[config.mk]
export PLATFORM = sky130hd
export DESIGN_NAME = angular_obstacle_clusterer
export DESIGN_NICKNAME = d
export VERILOG_FILES = /design/src/rtl/aoc_pkg.sv /design/src/rtl/angular_obstacle_clusterer.sv /design/src/rtl/aoc_core.sv /design/src/rtl/aoc_skid.sv
export SDC_FILE = /design/constraint.sdc
export NUM_CORES = 1
export LEC_CHECK = 0
export BUFFER_PORTS_ARGS = -buffer_cell sky130_fd_sc_hd__clkbuf_2
export CAP_MARGIN = 20
export CORE_ASPECT_RATIO = 1.4
export CORE_MARGIN = 4
export CORE_UTILIZATION = 52
export DETAILED_ROUTE_END_ITERATION = 10
export GPL_TIMING_DRIVEN = 0
export PLACE_DENSITY_LB_ADDON = 0.05
export SYNTH_ARGS = -nofsm -noshare
export SYNTH_HDL_FRONTEND = slang
export SYNTH_SLANG_ARGS = --single-unit
[constraint.sdc]
create_clock -name aclk -period 18.4 [get_ports aclk]
set_input_delay 0 -clock aclk [delete_from_list [all_inputs] [get_ports aclk]]
set_output_delay 0 -clock aclk [all_outputs]
set_load 0.01 [all_outputs]
[src/rtl/aoc_pkg.sv]
// ----------------------------------------------------------------------------
// aoc_pkg
// Shared types and constants of the angular obstacle clusterer.
// ----------------------------------------------------------------------------
package aoc_pkg;

    localparam int ANGLE_W = 16;
    localparam int GAP_W   = 15;
    localparam int COUNT_W = 8;
    localparam int CFG_W   = 15;

    // configuration register indexes
    localparam logic [0:0] CFG_MAX_GAP   = 1'b0;
    localparam logic [0:0] CFG_MIN_COUNT = 1'b1;

    // reset values: 10 degrees in 1/64 degree, four features
    localparam logic [GAP_W-1:0]   MAX_GAP_RESET   = 15'd640;
    localparam logic [COUNT_W-1:0] MIN_COUNT_RESET = 8'd4;

    // smallest run that is ever reported
    localparam logic [COUNT_W-1:0] MIN_COUNT_FLOOR = 8'd2;
    localparam logic [COUNT_W-1:0] COUNT_MAX       = 8'd255;

    typedef struct packed {
        logic [GAP_W-1:0]   max_gap;
        logic [COUNT_W-1:0] min_count;
    } cfg_t;

    typedef struct packed {
        logic signed [ANGLE_W-1:0] left_edge;
        logic signed [ANGLE_W-1:0] right_edge;
        logic signed [ANGLE_W-1:0] center;
        logic [COUNT_W-1:0]        feature_count;
    } result_t;

endpackage

[src/rtl/angular_obstacle_clusterer.sv]
// ----------------------------------------------------------------------------
// angular_obstacle_clusterer
// Groups a stream of feature angles into obstacles separated by angle gaps.
// ----------------------------------------------------------------------------
// usage:
//   s_ channel: one feature angle per item (1/64 degree, signed) plus a
//     frame_last flag on the final feature of a scan
//   m_ channel: one item per reported obstacle with left and right edge,
//     floored center and feature count
//   cfg_ channel: index 0 writes max_gap, index 1 writes min_count; always
//     ready, write only while the block is idle
// timing:
//   an accepted item lands in the input register; once the result buffer
//   has room the run logic updates state and any result is loaded into the
//   output register, or the spare entry while the output is held
//   one item per cycle sustained while the buffer has room; the gap test,
//   counter and edge sum are a single short path, input to result register
// reset:
//   synchronous, active low; clears the open run, both buffers and restores
//   max_gap to 640 (10 degrees) and min_count to 4
// stall:
//   a two-entry result buffer absorbs a stalled receiver; s_ready drops only
//   once that buffer is full and the input register holds an item
// ----------------------------------------------------------------------------
module angular_obstacle_clusterer (
    input  logic                                 aclk,
    input  logic                                 aresetn,

    // feature input
    input  logic                                 s_valid,
    output logic                                 s_ready,
    input  logic signed [aoc_pkg::ANGLE_W-1:0]   s_angle,
    input  logic                                 s_frame_last,

    // obstacle output
    output logic                                 m_valid,
    input  logic                                 m_ready,
    output logic signed [aoc_pkg::ANGLE_W-1:0]   m_left_edge,
    output logic signed [aoc_pkg::ANGLE_W-1:0]   m_right_edge,
    output logic signed [aoc_pkg::ANGLE_W-1:0]   m_center,
    output logic [aoc_pkg::COUNT_W-1:0]          m_feature_count,

    // configuration writes
    input  logic                                 cfg_valid,
    output logic                                 cfg_ready,
    input  logic [0:0]                           cfg_index,
    input  logic [aoc_pkg::CFG_W-1:0]            cfg_data
);

    // configuration registers
    logic [aoc_pkg::GAP_W-1:0]           max_gap_reg;
    logic [aoc_pkg::COUNT_W-1:0]         min_count_reg;
    aoc_pkg::cfg_t                       cfg;

    // input register
    logic                                in_valid_reg;
    logic signed [aoc_pkg::ANGLE_W-1:0]  in_angle_reg;
    logic                                in_last_reg;

    // stage handshake
    logic                                advance;
    logic                                skid_ready;
    logic                                emit;
    aoc_pkg::result_t                    result;
    aoc_pkg::result_t                    out_data;

    assign cfg_ready = 1'b1;

    always_ff @(posedge aclk) begin
        if (!aresetn) begin
            max_gap_reg   <= aoc_pkg::MAX_GAP_RESET;
            min_count_reg <= aoc_pkg::MIN_COUNT_RESET;
        end else if (cfg_valid) begin
            unique case (cfg_index)
                aoc_pkg::CFG_MAX_GAP: begin
                    max_gap_reg <= cfg_data;
                end
                aoc_pkg::CFG_MIN_COUNT: begin
                    min_count_reg <= cfg_data[aoc_pkg::COUNT_W-1:0];
                end
                default: begin
                end
            endcase
        end
    end

    assign cfg.max_gap   = max_gap_reg;
    assign cfg.min_count = min_count_reg;

    // the held item moves on once the result buffer has room
    assign advance = in_valid_reg && skid_ready;
    assign s_ready = !in_valid_reg || skid_ready;

    always_ff @(posedge aclk) begin
        if (!aresetn) begin
            in_valid_reg <= 1'b0;
        end else if (s_ready) begin
            in_valid_reg <= s_valid;
        end
    end

    // payload only, no reset needed
    always_ff @(posedge aclk) begin
        if (s_valid && s_ready) begin
            in_angle_reg <= s_angle;
            in_last_reg  <= s_frame_last;
        end
    end

    // run state and obstacle math
    aoc_core u_core (
        .aclk       (aclk),
        .aresetn    (aresetn),
        .step       (advance),
        .angle      (in_angle_reg),
        .frame_last (in_last_reg),
        .cfg        (cfg),
        .emit       (emit),
        .result     (result)
    );

    // result register with spare entry
    aoc_skid u_skid (
        .aclk      (aclk),
        .aresetn   (aresetn),
        .in_valid  (advance && emit),
        .in_ready  (skid_ready),
        .in_data   (result),
        .out_valid (m_valid),
        .out_ready (m_ready),
        .out_data  (out_data)
    );

    assign m_left_edge     = out_data.left_edge;
    assign m_right_edge    = out_data.right_edge;
    assign m_center        = out_data.center;
    assign m_feature_count = out_data.feature_count;

    // input stalls only when the result side is really backed up
    a_stall_needs_output: assert property (@(posedge aclk) disable iff (!aresetn)
        !s_ready |-> m_valid)
        else $error("s_ready low while no result is pending");

    // a reported obstacle always holds at least two features
    a_count_floor: assert property (@(posedge aclk) disable iff (!aresetn)
        m_valid |-> (m_feature_count >= aoc_pkg::MIN_COUNT_FLOOR))
        else $error("obstacle reported with fewer than two features");

    // reset empties the result buffer
    a_reset_clears: assert property (@(posedge aclk)
        !aresetn |=> !m_valid)
        else $error("result valid right after reset");

    // a result leaves only from an item that was in the input register
    a_result_source: assert property (@(posedge aclk) disable iff (!aresetn)
        $rose(m_valid) |-> $past(in_valid_reg))
        else $error("result appeared without a held item");

endmodule

[src/rtl/aoc_core.sv]
// ----------------------------------------------------------------------------
// aoc_core
// Run tracking state and the per-item gap test, edge and center logic.
// ----------------------------------------------------------------------------
module aoc_core (
    input  logic                                 aclk,
    input  logic                                 aresetn,
    input  logic                                 step,
    input  logic signed [aoc_pkg::ANGLE_W-1:0]   angle,
    input  logic                                 frame_last,
    input  aoc_pkg::cfg_t                        cfg,
    output logic                                 emit,
    output aoc_pkg::result_t                     result
);

    logic                                have_previous_reg, have_previous_next;
    logic signed [aoc_pkg::ANGLE_W-1:0]  previous_angle_reg, previous_angle_next;
    logic signed [aoc_pkg::ANGLE_W-1:0]  run_left_reg, run_left_next;
    logic [aoc_pkg::COUNT_W-1:0]         run_count_reg, run_count_next;

    logic signed [aoc_pkg::ANGLE_W+1:0]  step_diff;
    logic signed [aoc_pkg::ANGLE_W+1:0]  gap_limit;
    logic                                extend;
    logic [aoc_pkg::COUNT_W-1:0]         need;
    logic signed [aoc_pkg::ANGLE_W-1:0]  left_upd;
    logic [aoc_pkg::COUNT_W-1:0]         count_upd;
    logic                                gap_emit;
    logic                                last_emit;
    logic signed [aoc_pkg::ANGLE_W-1:0]  res_left;
    logic signed [aoc_pkg::ANGLE_W-1:0]  res_right;
    logic signed [aoc_pkg::ANGLE_W:0]    edge_sum;

    // step is new minus previous, widened so it cannot wrap
    assign step_diff = {{2{angle[aoc_pkg::ANGLE_W-1]}}, angle}
                     - {{2{previous_angle_reg[aoc_pkg::ANGLE_W-1]}}, previous_angle_reg};
    assign gap_limit = {3'b000, cfg.max_gap};
    assign extend    = have_previous_reg && (step_diff <= gap_limit);

    assign need = (cfg.min_count < aoc_pkg::MIN_COUNT_FLOOR) ? aoc_pkg::MIN_COUNT_FLOOR
                                                             : cfg.min_count;

    always_comb begin
        if (extend) begin
            left_upd  = run_left_reg;
            count_upd = (run_count_reg == aoc_pkg::COUNT_MAX) ? run_count_reg
                                                               : run_count_reg + 8'd1;
        end else begin
            left_upd  = angle;
            count_upd = 8'd1;
        end
    end

    // a gap closes the old run at the previous angle
    assign gap_emit  = !extend && have_previous_reg && (run_count_reg >= need);
    // the last item closes the open run at this angle
    assign last_emit = frame_last && !gap_emit && (count_upd >= need);
    assign emit      = gap_emit || last_emit;

    assign res_left  = gap_emit ? run_left_reg       : left_upd;
    assign res_right = gap_emit ? previous_angle_reg : angle;
    assign edge_sum  = {res_left[aoc_pkg::ANGLE_W-1], res_left}
                     + {res_right[aoc_pkg::ANGLE_W-1], res_right};

    always_comb begin
        result.left_edge     = res_left;
        result.right_edge    = res_right;
        result.center        = edge_sum[aoc_pkg::ANGLE_W:1];   // floor of half
        result.feature_count = gap_emit ? run_count_reg : count_upd;
    end

    always_comb begin
        if (frame_last) begin
            have_previous_next  = 1'b0;
            previous_angle_next = '0;
            run_left_next       = '0;
            run_count_next      = '0;
        end else begin
            have_previous_next  = 1'b1;
            previous_angle_next = angle;
            run_left_next       = left_upd;
            run_count_next      = count_upd;
        end
    end

    always_ff @(posedge aclk) begin
        if (!aresetn) begin
            have_previous_reg  <= 1'b0;
            previous_angle_reg <= '0;
            run_left_reg       <= '0;
            run_count_reg      <= '0;
        end else if (step) begin
            have_previous_reg  <= have_previous_next;
            previous_angle_reg <= previous_angle_next;
            run_left_reg       <= run_left_next;
            run_count_reg      <= run_count_next;
        end
    end

endmodule

[src/rtl/aoc_skid.sv]
// ----------------------------------------------------------------------------
// aoc_skid
// Two-entry result buffer: output register plus one spare entry.
// ----------------------------------------------------------------------------
module aoc_skid (
    input  logic              aclk,
    input  logic              aresetn,
    input  logic              in_valid,
    output logic              in_ready,
    input  aoc_pkg::result_t  in_data,
    output logic              out_valid,
    input  logic              out_ready,
    output aoc_pkg::result_t  out_data
);

    logic              out_valid_reg;
    logic              spare_valid_reg;
    aoc_pkg::result_t  out_data_reg;
    aoc_pkg::result_t  spare_data_reg;
    logic              pop;

    assign pop       = out_valid_reg && out_ready;
    assign in_ready  = !spare_valid_reg;
    assign out_valid = out_valid_reg;
    assign out_data  = out_data_reg;

    always_ff @(posedge aclk) begin
        if (!aresetn) begin
            out_valid_reg   <= 1'b0;
            spare_valid_reg <= 1'b0;
        end else if (spare_valid_reg) begin
            if (pop) begin
                out_valid_reg   <= 1'b1;
                spare_valid_reg <= 1'b0;
            end
        end else if (in_valid) begin
            if (!out_valid_reg || pop) begin
                out_valid_reg <= 1'b1;
            end else begin
                spare_valid_reg <= 1'b1;
            end
        end else if (pop) begin
            out_valid_reg <= 1'b0;
        end
    end

    always_ff @(posedge aclk) begin
        if (spare_valid_reg) begin
            if (pop) begin
                out_data_reg <= spare_data_reg;
            end
        end else if (in_valid) begin
            if (!out_valid_reg || pop) begin
                out_data_reg <= in_data;
            end else begin
                spare_data_reg <= in_data;
            end
        end
    end

endmodule

==> results of run 1 <==
## where the power goes
part | switching (mW) | internal [mW]
combinational | 0.0829 | 0.0665
sequential | 0.00675 | 0.482
clock | 0.187 | 0.183
## cell type report
| type | instances | area (um2) |
|---|---|---|
| inverter | 66 | 248 |
| sequential | 196 | 5220 |
| tap | 248 | 310 |
| timing repair buffer | 144 | 972 |
| multi-input combinational | 654 | 4640 |
| fill | 1639 | 7150 |
| clock inverter | 14 | 158 |
| buffer | 42 | 174 |
| clock buffer | 18 | 429 |
## cells in the mapped netlist, drive strengths merged (4+ instances only)
library cell and n:
edfxtp 129, nand2 111, dfxtp 67, inv 65, mux2 65, ha 62, o21ai 49, a21oi 44
a21boi 38, clkbuf 38, nor2 38, nor2b 33, xnor2 22, nand3 21, a22oi 19, a21o 16
nand3b 15, nand2b 11, o21a 10, o211ai 9, o22ai 9, nor3 8, and2 6, and3 6
a31oi 5, nand4 5, xor2 5, a311oi 4, buf 4
## layout by cell type, fill, tap and decap left out, types with 6 or more instances in the layout
| cell | synthesis | final |
|---|---|---|
| nor3_1 | 8 | 8 |
| and3_1 | 6 | 6 |
| clkbuf_2 | 0 | 94 |
| nand3b_1 | 15 | 15 |
| edfxtp_1 | 129 | 129 |
| dlygate4sd3_1 | 0 | 40 |
| nand2_1 | 110 | 110 |
| nor2b_1 | 33 | 33 |
| o211ai_1 | 9 | 9 |
| inv_1 | 65 | 65 |
| ha_1 | 62 | 62 |
| xnor2_1 | 22 | 22 |
| a21boi_0 | 36 | 36 |
| o21a_1 | 10 | 10 |
| a21o_1 | 16 | 16 |
| o22ai_1 | 9 | 9 |
| a22oi_1 | 19 | 18 |
| clkbuf_1 | 38 | 39 |
| buf_4 | 2 | 8 |
| nand2b_1 | 11 | 11 |
| nor2_1 | 38 | 38 |
| mux2_2 | 65 | 65 |
| dfxtp_1 | 67 | 67 |
| clkbuf_16 | 0 | 17 |
| nand3_1 | 21 | 21 |
| o21ai_0 | 46 | 46 |
| a21oi_1 | 44 | 44 |
## logic make-up (layout without fill, tap and decap cells)
logic type | count (synthesis) | after routing
buffers and inverters | 108 | 284
and+or+nand+nor | 268 | 268
muxes | 66 | 66
other | 1 | 1
AOI/OAI and AO/OA | 228 | 228
DFF | 196 | 196
adders and majority gates | 64 | 64
xor gates and xnor gates | 27 | 27
## worst max-delay path, delay by kind of cell, from the launching register on
kind                     cells  cell delay [ns]
AO/OA/AOI/OAI               15             3.42
AND/OR/NAND/NOR              9             1.59
adder cells (fa/ha/maj)      4             1.40
buffers and inverters        3             0.70
flip-flops                   1             0.46
multiplexers                 1             0.27
XOR/XNOR                     1             0.15
## timing repair
item                      CTS  global route
hold buffers               40             0
hold endpoints to repair   46             0
setup buffers               0             0
## through the flow
stage,util [%],cells,hold slack (ns),worst slack (ns)
after floorplan,-,958,0.0989,7.25
after global placement,57.2,1300,0.177,3.47
after detailed placement,57.8,1310,0.179,10.25
after CTS,62.9,1382,0.0200,10.16
after global routing,62.9,1382,0.0404,9.60
final,62.9,1382,0.0344,10.17
## worst max-delay path by stage
stage	from	to	slack, ns	depth (start not counted)
2_1_floorplan	in_angle_reg[7]	u_skid.spare_data_reg[0]	7.25	26
3_3_place_gp	in_angle_reg[0]	u_skid.spare_data_reg[20]	3.47	29
3_5_place_dp	in_angle_reg[0]	u_skid.out_data[23]	10.25	33
4_1_cts	in_angle_reg[0]	u_skid.out_data[23]	10.16	33
5_1_grt	in_angle_reg[0]	u_skid.out_data[23]	9.60	33
6_report	in_angle_reg[0]	u_skid.out_data[23]	10.17	33
## metal layers
layer	global-route usage, %	vias to the layer above
met5	0	-
met3	3.20	37
met4	7.65	0
met1	27.8	3628
li1	-	3783
met2	39.5	165
==> impl_results.md, run 1 <==
- Synth Flop Type: edfxtp_1
- Port bufs: between 90 and 100
- Pwr dens: roughly 83 nW/um2
- Routed length per placed instance: 17.4 um
- Clock sinks: 196
- Met3 routed WL: 823 um
- Largest net degree at the start of global routing: 21
- Clock Tree Root: clkbuf_16
- Iter 0 DRT Violations: 497
- Clock transition at path regs: roughly 0.08 ns
- Worst Path Arrival: 8.43 ns
- CP peak stage delay: between 0.6 and 0.7 ns
- Via Count: between 7,000 and 8,000
- Post-Synthesis Cells: 958
- Post-route ant nets: 0
- Hold EP: u_core.previous_angle_reg[10]
- Hold path startpoint: aresetn
- Seq cells post-synth: 196
- Placed Area: 11,200 um2
- Async S/R FF share, synth: 0%
- Gr usage total: 22.3%
- Largest family of logic cells by synthesized area: compound AO/OA/AOI/OAI gates
- Die span in y: 174 um
- CTS resizes: 0
- Area Overhead vs Synth: 18.3%
- Data required, critical path: 18.60 ns
- Number of vias per cell: 5.51
- Peak VDD IR: approximately 0.000056 V
- WS Path Type: flip-flop to flip-flop
- Power Total: 1.01 mW
- Max Cap Viol: 0
- Top cell type's share of synthesized area: 37.7%
- TritonRoute pass-1 iters: 5
- Cts bufs inserted: 17
- Leakage: 4.65 nW
- Post-route design area: 12,100 um2
- Initial antenna violation count: 0
- Synth warnings: 0
- CTS tree: built
- Crit path max-delay cell type: o21ai_1
- Setup violators final: 0
- Overflow left after global routing: 0
- Hold path cells: 2
- Slew margin rel.: 37.7%
- Row cnt: 60
- Clock tree buffer depth: 2
- Clock Latency Late Sink: between 0.4 and 0.5 ns
- Fin. Hold Viols: 0
- Fraction of layout cells with a size suffix above 1: 19.0%
- Worst reg-to-reg setup slack: approximately 10 ns
- Fin crit period: 8.23 ns
- Worst slew pin tran: 0.935 ns
- Synth area leaders: edfxtp_1 (38%), dfxtp_1 (13%), ha_1 (7.6%)
- Post-DP HPWL: 18,200 um
- Post-Syn Area per Cell: 10.7 um2
- Final worst-path cycle share: between 40% and 50%
- Synth area leader: edfxtp_1
- Mux contribution to synthesized area: 7.23%
- Total core area: about 19,000 um2
- Number of synthesized flops with an enable pin: 129
- Syn nets: around 1,100
- Max Clock Skew: around 0.012 ns
- Routed WL: about 24,000 um
- Critical path's most frequent cell: o21ai_0
- Fmax: 0.121 GHz
- Worst Setup End Kind: flip-flop
- Ant diodes: 0
- Simple-gate share of the synthesized area: between 10% and 20%
- # IOs: 97
- Reg2reg path depth: 33
- First-pass GRT wire length: 39,100 um
- Fin. max-slew vios: 0
- Die W: 127 um
- Netlist Area Pre-Place: 10,300 um2
- Initial Util: 53.2%
- Number of global-route vias before repair: 7,543
- Layout Nets: 1,223
- H-tree levels: 4
- Sequential fraction of the synthesis area: 50.8%
- Top Metal Used: met4
- Post-Synth Adder-Cell Area: about 7.9%
- Drt drc: 0
- Status: finished clean
- HP Class: primary input to flip-flop
- Routed met1 length: 10,200 um
- Type of origin of the critical path: flip-flop
- Crit Reg-Reg Endpoint: u_skid.out_data[23]
- Complex-gate fraction of the synthesized area: 14.8%
- Die ar.: between 20,000 and 25,000 um2
- Routability cong.: between 0.9 and 1
- RSZ-0062 raised after global routing: false
- Metal2 WL: 12,400 um
- Post-synthesis cell type count: 66
- Xor/xnor cell area share of the yosys netlist: 2.30%
- Worst-path fanout max: 10
- Setup TNS: 0 ns
- Worst r2r src: in_angle_reg[0]
No activity file was read; power rests on OpenSTA's default activity.
==> inputs of run 2 (changes only) <==
clock period = 7.3 ns   (was 18.4 ns; I/O delays follow)
==> impl_results.md, run 2 (same netlist as run 1, synthesis figures left out) <==
- Routed WL: approximately 24,000 um
- Routed length per placed instance: 17.4 um
- Largest net degree at the start of global routing: 20
- CP Buf/Inv Count: 4
- Worst slew pin tran: approximately 0.94 ns
- Layout Nets: 1,231
- Pre-CTS setup slack: -0.810 ns
- Clock share of power: 37.9%
- Pwr dens: roughly 210 nW/um2
- Post-route ant nets: 0
- CTS tree: built
- Fin. max-slew vios: 0
- Iter 0 DRT Violations: around 460
- # IOs: 97
- Top Metal Used: met4
- Sequential Area: between 5000 and 6000 um2
- Fin. Hold Viols: 0
- Initial Util: 53.2%
- Status: finished clean
- Critical path's most frequent cell: o21ai_2
- Max Cap Viol: 0
- Setup violators final: 0
- CP peak stage delay: 0.56 ns
- HP Class: primary input to flip-flop
- Initial antenna violation count: 0
- Cts bufs inserted: 17
- Die ar.: 22,100 um2
- Crit path max-delay cell type: or4_1
- Row cnt: 60
- Power Internal: a little under 2 mW
- Leakage: 4.73 nW
- First-pass GRT wire length: 39,700 um
- Port bufs: 94
- Gr usage total: between 20% and 30%
- Fin crit period: 6.88 ns
- Hold path startpoint: aresetn
- TritonRoute pass-1 iters: 5
- Fillers: 1,581
- Final worst-path cycle share: 94.3%
- Peak VDD IR: 0.000143 V
- Overflow left after global routing: 0
- Max Clock Skew: around 0.011 ns
- Fmax: around 0.15 GHz
- Slew margin rel.: 37.5%
- Number of global-route vias before repair: 7,555
- Multi-input logic area: 4700 um2
- Sw Ratio: 26.3%
- Area Overhead vs Synth: 20.2%
- Share of power burned in registers: 47.1%
- Data required, critical path: approximately 7.5 ns
- Placed Cells: 1,307
- Worst Setup End Kind: flip-flop
- WS Path Type: flip-flop to flip-flop
- Min setup slack post-route: between 0.4 and 0.5 ns
- Met3 routed WL: 777 um
- Sw Pwr: 687 uW
- Metal2 WL: 12,500 um
- Worst r2r src: in_angle_reg[1]
- Via Count: 7,610
- Die span in y: 174 um
- Top Family by Delay on Critical Path: compound AO/OA/AOI/OAI gates
- Total core area: ~19,000 um2
- Final std cells w/o fill: 1,390
- Worst-path fanout max: 10
- Clock Tree Root: clkbuf_16
- Clock transition at path regs: 0.07 ns
- Combinational fraction of design power: 14.9%
- Post-DP HPWL: between 15,000 and 20,000 um
- Type of origin of the critical path: flip-flop
- Worst Path Arrival: 7.08 ns
- Routability cong.: between 0.8 and 0.9
- Clock sinks: 196
- Routed met1 length: 10,300 um
- Drt drc: 0
- Crit path launch: in_angle_reg[1]
- Die W: 127 um
- Ant diodes: 0
- Clock Latency Late Sink: 0.44 ns
- Most common cell after layout, fill and taps aside: edfxtp_1
- Fraction of layout cells with a size suffix above 1: 21.1%
- Number of vias per cell: 5.47
- Clock tree buffer depth: 2
- Commonest cells after routing, fill and taps aside: edfxtp_1 (129), nand2_1 (110), clkbuf_2 (96)
- H-tree levels: 4
==> run 2: area by class of cell <==
class	instances	area share [%]
clock buffer	18	3.56
tap	248	2.51
timing repair buffer	152	8.47
clock inverter	14	1.50
inverter	66	2.01
buffer	42	1.55
multi-input combinational	654	38.1
sequential	196	42.3
==> run 2: worst paths after layout <==
check,to,slack (ns),cells after the start
worst max-delay path,u_skid.out_data[23],0.42,33
worst min-delay path,u_core.previous_angle_reg[6],0.03,2
worst max register to register,u_skid.out_data[23],0.42,33
worst min register to register,u_core.previous_angle_reg[15],0.46,2
==> run 2: timing repair <==
item                                    4_1_cts  5_1_grt
endpoints found under the setup margin       16       89
hold endpoints to repair                     45        0
buffers inserted                              3        9
cloned                                        0        0
resized for setup                            16       13
hold buffers                                 39        0
pin swaps                                     4        5
==> run 2: power groups by stage <==
| stage | Sequential (mW) | Combinational (mW) | Clock, mW |
|---|---|---|---|
| after global placement | 1.26 | 0.352 | 0 |
| final | 1.23 | 0.389 | 0.990 |
| after floorplan | 1.25 | 0.265 | 0 |
| after detailed placement | 1.26 | 0.357 | 0 |
| after CTS | 1.23 | 0.380 | 1.00 |
| after global routing | 1.23 | 0.440 | 1.05 |
==> run 2: per-layer routing <==
| layer | vias to the layer above | global-route usage [%] |
|---|---|---|
| met5 | - | 0 |
| met4 | 0 | 8.27 |
| met3 | 43 | 3.23 |
| met2 | 149 | 39.2 |
| met1 | 3614 | 28.6 |
| li1 | 3804 | - |
==> run 2: stage by stage <==
step	setup TNS, ns	total power, mW	utilization [%]	instance area (um2)	hold slack (ns)
after floorplan	0	1.52	-	10300	0.0989
after global placement	-142.76	1.61	57.3	11100	0.177
after detailed placement	-5.11	1.61	57.8	11200	0.179
after CTS	0	2.62	63.4	12200	0.00173
after global routing	-0.00489	2.72	63.9	12300	0.0401
final	0	2.61	63.9	12300	0.0275
